==> config.mk <==
export PLATFORM = sky130hd
export DESIGN_NAME = debug_line_program_interpreter
export DESIGN_NICKNAME = d
export VERILOG_FILES = /design/src/rtl/core/dlpi_pkg.sv /design/src/rtl/core/dlpi_divu.sv /design/src/rtl/core/debug_line_program_interpreter.sv
export SDC_FILE = /design/constraint.sdc
export NUM_CORES = 2
export LEC_CHECK = 0
export ABC_CLOCK_PERIOD_IN_PS = 9700
export CAP_MARGIN = 20
export CORE_ASPECT_RATIO = 1.5
export CORE_MARGIN = 1.5
export CORE_UTILIZATION = 55
export CTS_CLUSTER_SIZE = 10
export DETAILED_ROUTE_END_ITERATION = 8
export DONT_BUFFER_PORTS = 1
export PLACE_DENSITY = 0.69
export REMOVE_ABC_BUFFERS = 1
export SYNTH_ARGS = -nofsm -noshare
export SYNTH_HDL_FRONTEND = slang
export SYNTH_SLANG_ARGS = --single-unit
export TNS_END_PERCENT = 50
==> constraint.sdc <==
create_clock -name clk -period 9.7 [get_ports clk]
set_clock_uncertainty 0.1 [all_clocks]
set_input_delay 1.94 -clock clk [delete_from_list [all_inputs] [get_ports clk]]
set_output_delay 1.94 -clock clk [all_outputs]
set_load 0.05 [all_outputs]
==> src/rtl/core/dlpi_pkg.sv <==
// Shared types, opcode and register codes, and sequencer states of the line program interpreter.
package dlpi_pkg;

  typedef struct packed {
    logic [7:0]         op;
    logic [7:0]         ext_op;
    logic [63:0]        operand;
    logic signed [31:0] line_delta;
  } in_item_t;

  typedef struct packed {
    logic [63:0] row_pc;
    logic [31:0] row_line;
    logic [31:0] row_column;
    logic [15:0] row_file;
    logic        row_is_stmt;
    logic        row_prologue_end;
    logic        row_basic_block;
    logic        row_epilogue_begin;
    logic        row_end_sequence;
  } out_item_t;

  typedef enum logic [2:0] {
    ST_IDLE,
    ST_EXEC,
    ST_DIV_LINE,
    ST_DIV_OPS,
    ST_MUL,
    ST_EMIT
  } state_t;

  typedef struct packed {
    logic       start;
    logic [4:0] steps;
  } div_ctl_t;

  typedef struct packed {
    logic busy;
    logic done;
  } div_sts_t;

  localparam logic [7:0] CFG_MIN_INST_LENGTH  = 8'd0;
  localparam logic [7:0] CFG_MAX_OPS_PER_INST = 8'd1;
  localparam logic [7:0] CFG_DEFAULT_STMT     = 8'd2;
  localparam logic [7:0] CFG_LINE_BASE        = 8'd3;
  localparam logic [7:0] CFG_LINE_RANGE       = 8'd4;
  localparam logic [7:0] CFG_FIRST_SPECIAL    = 8'd5;
  localparam logic [7:0] CFG_RELOCATE_BASE    = 8'd6;
  localparam logic [7:0] CFG_LOW_BOUND        = 8'd7;

  localparam logic [7:0] OP_EXTENDED         = 8'd0;
  localparam logic [7:0] OP_COPY             = 8'd1;
  localparam logic [7:0] OP_ADVANCE_PC       = 8'd2;
  localparam logic [7:0] OP_ADVANCE_LINE     = 8'd3;
  localparam logic [7:0] OP_SET_FILE         = 8'd4;
  localparam logic [7:0] OP_SET_COLUMN       = 8'd5;
  localparam logic [7:0] OP_NEGATE_STMT      = 8'd6;
  localparam logic [7:0] OP_SET_BASIC_BLOCK  = 8'd7;
  localparam logic [7:0] OP_CONST_ADD_PC     = 8'd8;
  localparam logic [7:0] OP_FIXED_ADVANCE_PC = 8'd9;
  localparam logic [7:0] OP_SET_PROLOGUE_END = 8'd10;
  localparam logic [7:0] OP_SET_EPILOGUE_BEG = 8'd11;

  localparam logic [7:0] EXT_END_SEQUENCE = 8'd1;
  localparam logic [7:0] EXT_SET_ADDRESS  = 8'd2;

  localparam logic [7:0] SPECIAL_CONST_ADD = 8'd255;

  localparam logic [4:0] DIV_STEPS_WIDE = 5'd16;
  localparam logic [4:0] DIV_STEPS_ADJ  = 5'd2;
  localparam logic [4:0] DIV_STEPS_SUM  = 5'd3;

endpackage

==> src/rtl/core/dlpi_divu.sv <==
// Iterative unsigned divider, 64-bit dividend by 8-bit divisor, four quotient bits per cycle.
module dlpi_divu (
  input  logic               clk,
  input  logic               rst_n,
  input  dlpi_pkg::div_ctl_t ctl,
  input  logic [63:0]        dividend,
  input  logic [7:0]         divisor,
  output dlpi_pkg::div_sts_t sts,
  output logic [63:0]        quot,
  output logic [7:0]         rem
);

  logic [63:0] dq_r, dq_nxt;
  logic [7:0]  rem_r, rem_nxt;
  logic [7:0]  d_r;
  logic [4:0]  cnt_r, cnt_nxt;
  logic        busy_r, busy_nxt;
  logic        done_r, done_nxt;

  always_comb begin
    logic [8:0] t;
    logic [8:0] diff;
    dq_nxt = dq_r;
    rem_nxt = rem_r;
    for (int i = 0; i < 4; i++) begin
      t = {rem_nxt, dq_nxt[63]};
      diff = t - {1'b0, d_r};
      if (t >= {1'b0, d_r}) begin
        rem_nxt = diff[7:0];
        dq_nxt = {dq_nxt[62:0], 1'b1};
      end else begin
        rem_nxt = t[7:0];
        dq_nxt = {dq_nxt[62:0], 1'b0};
      end
    end
    cnt_nxt = cnt_r - 5'd1;
    busy_nxt = busy_r && (cnt_r != 5'd1);
    done_nxt = busy_r && (cnt_r == 5'd1);
  end

  always_ff @(posedge clk) begin
    if (!rst_n) begin
      busy_r <= 1'b0;
      done_r <= 1'b0;
      cnt_r <= '0;
    end else if (ctl.start) begin
      busy_r <= 1'b1;
      done_r <= 1'b0;
      cnt_r <= ctl.steps;
    end else begin
      busy_r <= busy_nxt;
      done_r <= done_nxt;
      if (busy_r) begin
        cnt_r <= cnt_nxt;
      end
    end
  end

  always_ff @(posedge clk) begin
    if (ctl.start) begin
      dq_r <= dividend;
      rem_r <= '0;
      d_r <= divisor;
    end else if (busy_r) begin
      dq_r <= dq_nxt;
      rem_r <= rem_nxt;
    end
  end

  assign sts.busy = busy_r;
  assign sts.done = done_r;
  assign quot = dq_r;
  assign rem = rem_r;

  a_start_busy: assert property (@(posedge clk) disable iff (!rst_n)
    ctl.start |=> busy_r && !done_r)
    else $error("divider did not begin after a start");

  a_last_done: assert property (@(posedge clk) disable iff (!rst_n)
    busy_r && cnt_r == 5'd1 && !ctl.start |=> done_r && !busy_r)
    else $error("divider did not finish after its last step");

  a_done_pulse: assert property (@(posedge clk) disable iff (!rst_n)
    done_r |=> !done_r)
    else $error("divider done held for more than one cycle");

endmodule

==> src/rtl/core/debug_line_program_interpreter.sv <==
// Top level of the line program interpreter: sequencer, line state, shared adder and divider.
// Simple opcodes return to idle after execute; copy and end-sequence also pass through emit.
// Special opcodes and const-add-pc make two short divider runs, then a shift-add multiply
// whose length is set by min_inst_length; special opcodes then emit a row.
// Advance-pc makes one wide divider run of four bits per step, then the same multiply. A row stalls
// the sequencer only while an earlier row still waits. Synchronous active-low reset.
module debug_line_program_interpreter (
  input  logic                clk,
  input  logic                rst_n,
  input  logic                in_valid,
  output logic                in_ready,
  input  dlpi_pkg::in_item_t  in_data,
  output logic                out_valid,
  input  logic                out_ready,
  output dlpi_pkg::out_item_t out_data,
  input  logic                cfg_valid,
  output logic                cfg_ready,
  input  logic [7:0]          cfg_index,
  input  logic [63:0]         cfg_data
);

  dlpi_pkg::state_t state_r, state_nxt;

  logic [7:0]  min_inst_r, max_ops_r, line_base_r, line_range_r, first_special_r;
  logic        default_stmt_r;
  logic [63:0] relocate_r, low_bound_r;

  logic [63:0] address_r, address_nxt;
  logic [31:0] line_r, line_nxt;
  logic [31:0] column_r, column_nxt;
  logic [31:0] file_r, file_nxt;
  logic [7:0]  op_index_r, op_index_nxt;
  logic        stmt_r, stmt_nxt;
  logic        block_r, block_nxt;
  logic        prologue_r, prologue_nxt;
  logic        epilogue_r, epilogue_nxt;
  logic        record_r, record_nxt;
  logic        out_valid_r, out_valid_nxt;

  dlpi_pkg::in_item_t  item_r;
  dlpi_pkg::out_item_t out_data_r, out_data_nxt;
  logic [63:0] mcand_r, mcand_nxt;
  logic [7:0]  mplier_r, mplier_nxt;
  logic        special_r, special_nxt;
  logic        last_r, last_nxt;

  logic [63:0] add_a, add_b, add_sum;
  logic [7:0]  ops_div, range_div, adj;
  logic        is_special;
  logic [8:0]  ops_sum;

  dlpi_pkg::div_ctl_t div_ctl;
  dlpi_pkg::div_sts_t div_sts;
  logic [63:0] div_dividend, div_quot;
  logic [7:0]  div_divisor, div_rem;

  dlpi_divu u_divu (
    .clk      (clk),
    .rst_n    (rst_n),
    .ctl      (div_ctl),
    .dividend (div_dividend),
    .divisor  (div_divisor),
    .sts      (div_sts),
    .quot     (div_quot),
    .rem      (div_rem)
  );

  assign ops_div = (max_ops_r == 8'd0) ? 8'd1 : max_ops_r;
  assign range_div = (line_range_r == 8'd0) ? 8'd1 : line_range_r;
  assign is_special = item_r.op >= first_special_r;
  assign adj = is_special ? (item_r.op - first_special_r)
                          : (dlpi_pkg::SPECIAL_CONST_ADD - first_special_r);
  assign ops_sum = {1'b0, op_index_r} + {1'b0, div_quot[7:0]};
  assign add_sum = add_a + add_b;

  assign in_ready = (state_r == dlpi_pkg::ST_IDLE);
  assign cfg_ready = 1'b1;
  assign out_valid = out_valid_r;
  assign out_data = out_data_r;

  always_comb begin
    add_a = address_r;
    add_b = relocate_r;
    case (state_r)
      dlpi_pkg::ST_EXEC: begin
        if (!is_special && item_r.op == dlpi_pkg::OP_FIXED_ADVANCE_PC) begin
          add_b = {48'd0, item_r.operand[15:0]};
        end else begin
          add_a = {56'd0, op_index_r};
          add_b = item_r.operand;
        end
      end
      dlpi_pkg::ST_MUL: add_b = mcand_r;
      default: add_b = relocate_r;
    endcase
  end

  always_comb begin
    state_nxt = state_r;
    address_nxt = address_r;
    line_nxt = line_r;
    column_nxt = column_r;
    file_nxt = file_r;
    op_index_nxt = op_index_r;
    stmt_nxt = stmt_r;
    block_nxt = block_r;
    prologue_nxt = prologue_r;
    epilogue_nxt = epilogue_r;
    record_nxt = record_r;
    out_valid_nxt = out_valid_r && !out_ready;
    out_data_nxt = out_data_r;
    mcand_nxt = mcand_r;
    mplier_nxt = mplier_r;
    special_nxt = special_r;
    last_nxt = last_r;
    div_ctl.start = 1'b0;
    div_ctl.steps = dlpi_pkg::DIV_STEPS_ADJ;
    div_dividend = {adj, 56'd0};
    div_divisor = range_div;

    case (state_r)
      dlpi_pkg::ST_IDLE: begin
        if (in_valid) begin
          state_nxt = dlpi_pkg::ST_EXEC;
        end
      end
      dlpi_pkg::ST_EXEC: begin
        state_nxt = dlpi_pkg::ST_IDLE;
        special_nxt = is_special;
        last_nxt = 1'b0;
        if (is_special) begin
          div_ctl.start = 1'b1;
          state_nxt = dlpi_pkg::ST_DIV_LINE;
        end else begin
          case (item_r.op)
            dlpi_pkg::OP_EXTENDED: begin
              if (item_r.ext_op == dlpi_pkg::EXT_END_SEQUENCE) begin
                last_nxt = 1'b1;
                state_nxt = dlpi_pkg::ST_EMIT;
              end else if (item_r.ext_op == dlpi_pkg::EXT_SET_ADDRESS) begin
                record_nxt = record_r && (item_r.operand >= low_bound_r);
                address_nxt = item_r.operand;
                op_index_nxt = '0;
              end
            end
            dlpi_pkg::OP_COPY: state_nxt = dlpi_pkg::ST_EMIT;
            dlpi_pkg::OP_ADVANCE_PC: begin
              div_ctl.start = 1'b1;
              div_ctl.steps = dlpi_pkg::DIV_STEPS_WIDE;
              div_dividend = add_sum;
              div_divisor = ops_div;
              state_nxt = dlpi_pkg::ST_DIV_OPS;
            end
            dlpi_pkg::OP_ADVANCE_LINE: line_nxt = line_r + item_r.line_delta;
            dlpi_pkg::OP_SET_FILE: file_nxt = item_r.operand[31:0];
            dlpi_pkg::OP_SET_COLUMN: column_nxt = item_r.operand[31:0];
            dlpi_pkg::OP_NEGATE_STMT: stmt_nxt = !stmt_r;
            dlpi_pkg::OP_SET_BASIC_BLOCK: block_nxt = 1'b1;
            dlpi_pkg::OP_CONST_ADD_PC: begin
              div_ctl.start = 1'b1;
              state_nxt = dlpi_pkg::ST_DIV_LINE;
            end
            dlpi_pkg::OP_FIXED_ADVANCE_PC: begin
              address_nxt = add_sum;
              op_index_nxt = '0;
            end
            dlpi_pkg::OP_SET_PROLOGUE_END: prologue_nxt = 1'b1;
            dlpi_pkg::OP_SET_EPILOGUE_BEG: epilogue_nxt = 1'b1;
            default: state_nxt = dlpi_pkg::ST_IDLE;
          endcase
        end
      end
      dlpi_pkg::ST_DIV_LINE: begin
        if (div_sts.done) begin
          if (special_r) begin
            line_nxt = line_r + {{24{line_base_r[7]}}, line_base_r} + {24'd0, div_rem};
          end
          div_ctl.start = 1'b1;
          div_ctl.steps = dlpi_pkg::DIV_STEPS_SUM;
          div_dividend = {3'd0, ops_sum, 52'd0};
          div_divisor = ops_div;
          state_nxt = dlpi_pkg::ST_DIV_OPS;
        end
      end
      dlpi_pkg::ST_DIV_OPS: begin
        if (div_sts.done) begin
          op_index_nxt = div_rem;
          mcand_nxt = div_quot;
          mplier_nxt = min_inst_r;
          state_nxt = dlpi_pkg::ST_MUL;
        end
      end
      dlpi_pkg::ST_MUL: begin
        if (mplier_r == 8'd0) begin
          state_nxt = special_r ? dlpi_pkg::ST_EMIT : dlpi_pkg::ST_IDLE;
        end else begin
          if (mplier_r[0]) begin
            address_nxt = add_sum;
          end
          mcand_nxt = {mcand_r[62:0], 1'b0};
          mplier_nxt = {1'b0, mplier_r[7:1]};
        end
      end
      dlpi_pkg::ST_EMIT: begin
        if (!record_r || !out_valid_r || out_ready) begin
          if (record_r) begin
            out_valid_nxt = 1'b1;
            out_data_nxt.row_pc = add_sum;
            out_data_nxt.row_line = line_r;
            out_data_nxt.row_column = column_r;
            out_data_nxt.row_file = file_r[15:0];
            out_data_nxt.row_is_stmt = stmt_r;
            out_data_nxt.row_prologue_end = prologue_r;
            out_data_nxt.row_basic_block = block_r;
            out_data_nxt.row_epilogue_begin = epilogue_r;
            out_data_nxt.row_end_sequence = last_r;
          end
          block_nxt = 1'b0;
          prologue_nxt = 1'b0;
          epilogue_nxt = 1'b0;
          if (last_r) begin
            address_nxt = '0;
            line_nxt = 32'd1;
            column_nxt = '0;
            file_nxt = 32'd1;
            op_index_nxt = '0;
            stmt_nxt = default_stmt_r;
            record_nxt = 1'b1;
          end
          state_nxt = dlpi_pkg::ST_IDLE;
        end
      end
      default: state_nxt = dlpi_pkg::ST_IDLE;
    endcase
  end

  always_ff @(posedge clk) begin
    if (!rst_n) begin
      state_r <= dlpi_pkg::ST_IDLE;
      address_r <= '0;
      line_r <= 32'd1;
      column_r <= '0;
      file_r <= 32'd1;
      op_index_r <= '0;
      stmt_r <= 1'b1;
      block_r <= 1'b0;
      prologue_r <= 1'b0;
      epilogue_r <= 1'b0;
      record_r <= 1'b1;
      out_valid_r <= 1'b0;
    end else begin
      state_r <= state_nxt;
      address_r <= address_nxt;
      line_r <= line_nxt;
      column_r <= column_nxt;
      file_r <= file_nxt;
      op_index_r <= op_index_nxt;
      stmt_r <= stmt_nxt;
      block_r <= block_nxt;
      prologue_r <= prologue_nxt;
      epilogue_r <= epilogue_nxt;
      record_r <= record_nxt;
      out_valid_r <= out_valid_nxt;
    end
  end

  always_ff @(posedge clk) begin
    if (!rst_n) begin
      min_inst_r <= 8'd1;
      max_ops_r <= 8'd1;
      default_stmt_r <= 1'b1;
      line_base_r <= 8'hFB;
      line_range_r <= 8'd14;
      first_special_r <= 8'd13;
      relocate_r <= '0;
      low_bound_r <= '0;
    end else if (cfg_valid) begin
      case (cfg_index)
        dlpi_pkg::CFG_MIN_INST_LENGTH: min_inst_r <= cfg_data[7:0];
        dlpi_pkg::CFG_MAX_OPS_PER_INST: max_ops_r <= cfg_data[7:0];
        dlpi_pkg::CFG_DEFAULT_STMT: default_stmt_r <= cfg_data[0];
        dlpi_pkg::CFG_LINE_BASE: line_base_r <= cfg_data[7:0];
        dlpi_pkg::CFG_LINE_RANGE: line_range_r <= cfg_data[7:0];
        dlpi_pkg::CFG_FIRST_SPECIAL: first_special_r <= cfg_data[7:0];
        dlpi_pkg::CFG_RELOCATE_BASE: relocate_r <= cfg_data;
        dlpi_pkg::CFG_LOW_BOUND: low_bound_r <= cfg_data;
        default: min_inst_r <= min_inst_r;
      endcase
    end
  end

  always_ff @(posedge clk) begin
    if (in_valid && in_ready) begin
      item_r <= in_data;
    end
    out_data_r <= out_data_nxt;
    mcand_r <= mcand_nxt;
    mplier_r <= mplier_nxt;
    special_r <= special_nxt;
    last_r <= last_nxt;
  end

  a_accept_exec: assert property (@(posedge clk) disable iff (!rst_n)
    in_valid && in_ready |=> state_r == dlpi_pkg::ST_EXEC)
    else $error("accepted transaction was not executed");

  a_done_waited: assert property (@(posedge clk) disable iff (!rst_n)
    div_sts.done |-> state_r == dlpi_pkg::ST_DIV_LINE || state_r == dlpi_pkg::ST_DIV_OPS)
    else $error("divider finished with no sequencer waiting");

  a_idle_div: assert property (@(posedge clk) disable iff (!rst_n)
    state_r == dlpi_pkg::ST_IDLE |-> !div_sts.busy)
    else $error("divider busy while the sequencer is idle");

  a_emit_hold: assert property (@(posedge clk) disable iff (!rst_n)
    state_r == dlpi_pkg::ST_EMIT && record_r && out_valid_r && !out_ready
    |=> state_r == dlpi_pkg::ST_EMIT && out_valid_r)
    else $error("pending row overwritten");

endmodule

==> results.ini <==
[status]
status = finished clean

[critical_path]
r2r_start = u_divu.d_r[5]$_DFFE_PP_
worstReg2RegEnd = u_divu.rem[4]$_SDFFE_PP0P_
max_stage_delay_ns = 0.52
arrival_ns = 9.37
crit_path_end_kind = flop
reg2reg_slack_ns = 0.80
cp_max_fo = 12
crit_path_start_kind = flop
required_ns = 10.17
slowest_stage = a2111o_1
critPathKind = flop to flop
reg2regPathDepth = 37
critical_path.most_common_cell = ha_1

[place]
dpl.hpwl_mm = 90.9
gp_congestion = 0.968
numPortBuffers = 0

[sta]
finalSetupTns_ns = 0
slew-limit-headroom = 0.265
maxSlewViolCount = 0
tightest_slew_ns = 1.10
post-route-period-util = 0.918
period_needed_ns = 8.90
fmax_mhz = 112
rsz0062_at_grt = false
hold_viol = 0
setup_viol = 0

[synth]
synthTopCellsByArea = edfxtp_1 (30%), dfxtp_1 (17%), ha_1 (8.1%)
syn_area_per_cell_um2 = 9.26
syn_area_mm2 = 0.0404
synth_common_cells = nand2_1 (797), a21oi_1 (463), edfxtp_1 (407), dfxtp_1 (345), nor2_1 (291)
netlist.top_cell.by_area = edfxtp_1
synth.most_common_cell = nand2_1
synthArstFlopShare = 0
yosysTopAreaCellShare = 0.303
synth_edf_count = 407
synthCells = 4360
ys_ff_latch = 752
synthFlopType = edfxtp_1
ys_warn_count = 0
yosysSeqAreaShare = 0.474
ys_types = 102

[routing]
post_drt_wl_per_cell_um = 24.5
drt-total-wl_mm = 129
highest_layer = met5
dr_wl_met2_mm = 65.7
ant_nets = 0
vias = 32764
drc = 0
via_per_inst = 6.24
first_iter_violations = 2475
dr_wl_met3_mm = 8.29
firstDrtPassIters = 9
wl_met1_mm = 46.5

[cts]
cts.sinks = 752
post_cts_buffers = 0
cts_buffers = 86
htree_num_levels = 3
cts_root_buf = clkbuf_16
path_clk_slew_ns = 0.06
ctsLongestPathBuffers = 3
cts_tree = yes
cts_resized = 0
insertion_delay_ns = 0.68
cts_hold_buf = 0

[global_routing]
grt_usage = 0.339
grt_pass1_vias = 32455
grt-ovfl-total = 0
grt_pass1_wl_mm = 193
antenna_found_initial = 8
grt_max_degree = 120

[worst_hold_path]
hp-start = column_r[20]$_SDFFE_PN0P_
min_path_cells = 0
whs_endpoint = out_data[41]$_DFFE_PP_
hp-class = flop to flop

[floorplan]
ios = 341
start_util = 0.556
core-area_mm2 = 0.0727
dieArea_mm2 = 0.0751
die_width_um = 224
rows = 121
fp.dieH_um = 335

[cells_and_area]
nFillCells = 6445
nNetsFinal = 4721
drive_gt1_frac = 0.0511
synthToLayoutAreaGrowth_pct = 8.13
final_util = 0.601

[pwr]
p_sw_mw = 6.64
ir_worst_vdd_mv = 0.613
p_leak_nw = 16.7
powerDensity_mw_per_mm2 = 355
internal_power_mw = 8.85
p_seq_frac = 0.285
power_frac_comb = 0.517
p_sw_frac = 0.428
p_clk_frac = 0.199

[flow_run]
max_cap_viol_count = 0

-- placed cells by master, fill, tap and decap left out, drive strengths merged, types with 57 or more instances in the layout --
cell / netlist / routed
dfxtp: 345 / 345
a21oi: 465 / 465
nand3: 114 / 114
clkbuf: 194 / 151
nor2: 294 / 294
inv: 155 / 158
xnor2: 81 / 81
ha: 261 / 261
mux2i: 62 / 62
and2: 71 / 71
xor2: 58 / 58
edfxtp: 407 / 407
nand2: 798 / 798
nor3: 57 / 57
o21ai: 266 / 266
a21o: 115 / 115
-- sequential cells by signal (all words and copies together) (netlist names), 8 cells and up --
signal	cells
min_inst_r	8
u_divu.d_r	8
mplier_r	8
file_r	16
address_r	64
max_ops_r	8
u_divu.rem	8
out_data	149
line_base_r	8
first_special_r	8
low_bound_r	64
item_r	112
u_divu.quot	64
mcand_r	64
line_r	32
relocate_r	64
column_r	32
op_index_r	8
line_range_r	8
-- worst max-delay path, delay by kind of cell, from the launching register on --
kind | cells | cell delay, ns
flops | 1 | 0.35
simple gates | 8 | 1.50
compound gates | 18 | 4.01
mux | 3 | 1.01
buf+inv | 4 | 0.65
fa+ha+maj | 4 | 1.20
-- layout make-up --
| class | count | area (µm²) | share of cell area |
|---|---|---|---|
| flip-flops and latches | 752 | 19100 | 0.438 |
| clock buffers | 151 | 2440 | 0.0558 |
| clock inverters | 8 | 171 | 0.00393 |
| well taps | 922 | 1150 | 0.0264 |
| diodes | 4 | 10.0 | 0.000229 |
| multi-input cells | 3212 | 19800 | 0.454 |
| repair buffers | 47 | 368 | 0.00843 |
| inverters | 155 | 589 | 0.0135 |
-- kinds of logic (layout without fill, tap and decap cells) --
family / count (synthesis) / count (layout) / share of synthesized area
xor gates and xnor gates: 139 / 139 / 0.0302
muxes: 73 / 73 / 0.0187
buffers and inverters: 396 / 361 / 0.0387
other: 1 / 5 / 0.0000929
and+or+nand+nor: 1527 / 1527 / 0.166
adders and majority gates: 278 / 278 / 0.0893
AOI/OAI and AO/OA: 1194 / 1194 / 0.184
DFF: 752 / 752 / 0.474
-- through the flow --
| stage | cells | hold slack (ns) | power (mW) | setup WS [ns] | instance area (µm²) |
|---|---|---|---|---|---|
| after floorplan | 4119 | 0.308 | 10.2 | 1.70 | 39400 |
| after global placement | 5085 | 0.313 | 12.3 | 0.943 | 41000 |
| after detailed placement | 5088 | 0.312 | 12.4 | 0.872 | 41000 |
| after CTS | 5247 | 0.326 | 15.5 | 0.849 | 43600 |
| after global routing | 5250 | 0.335 | 16.4 | 0.0935 | 43700 |
| final | 5251 | 0.326 | 15.5 | 0.797 | 43700 |
-- metal layers --
| layer | vias up | global-route usage |
|---|---|---|
| met5 | - | 0 |
| met4 | 4 | 0.196 |
| met3 | 368 | 0.0530 |
| met2 | 1285 | 0.614 |
| met1 | 15752 | 0.374 |
| li1 | 15355 | - |
-- worst max path at each step --
stage / start / endpoint / slack [ns]
2_1_floorplan: u_divu.d_r[1]$_DFFE_PP_ / u_divu.quot[0]$_DFFE_PP_ / 1.70
4_1_cts: u_divu.d_r[5]$_DFFE_PP_ / u_divu.rem[4]$_SDFFE_PP0P_ / 0.85
6_report: u_divu.d_r[5]$_DFFE_PP_ / u_divu.rem[4]$_SDFFE_PP0P_ / 0.80
5_1_grt: u_divu.d_r[5]$_DFFE_PP_ / u_divu.rem[4]$_SDFFE_PP0P_ / 0.09
3_5_place_dp: u_divu.d_r[5]$_DFFE_PP_ / u_divu.rem[4]$_SDFFE_PP0P_ / 0.87
3_3_place_gp: u_divu.d_r[5]$_DFFE_PP_ / u_divu.rem[5]$_SDFFE_PP0P_ / 0.94
-- power by group through the flow --
| stage | logic (mW) | registers (mW) | clock network [mW] |
|---|---|---|---|
| after floorplan | 5.90 | 4.28 | 0 |
| after global placement | 7.87 | 4.46 | 0 |
| after detailed placement | 7.90 | 4.46 | 0 |
| after CTS | 7.95 | 4.40 | 3.11 |
| after global routing | 8.73 | 4.45 | 3.23 |
| final | 8.00 | 4.41 | 3.08 |
(Power assumes the default switching activity.)
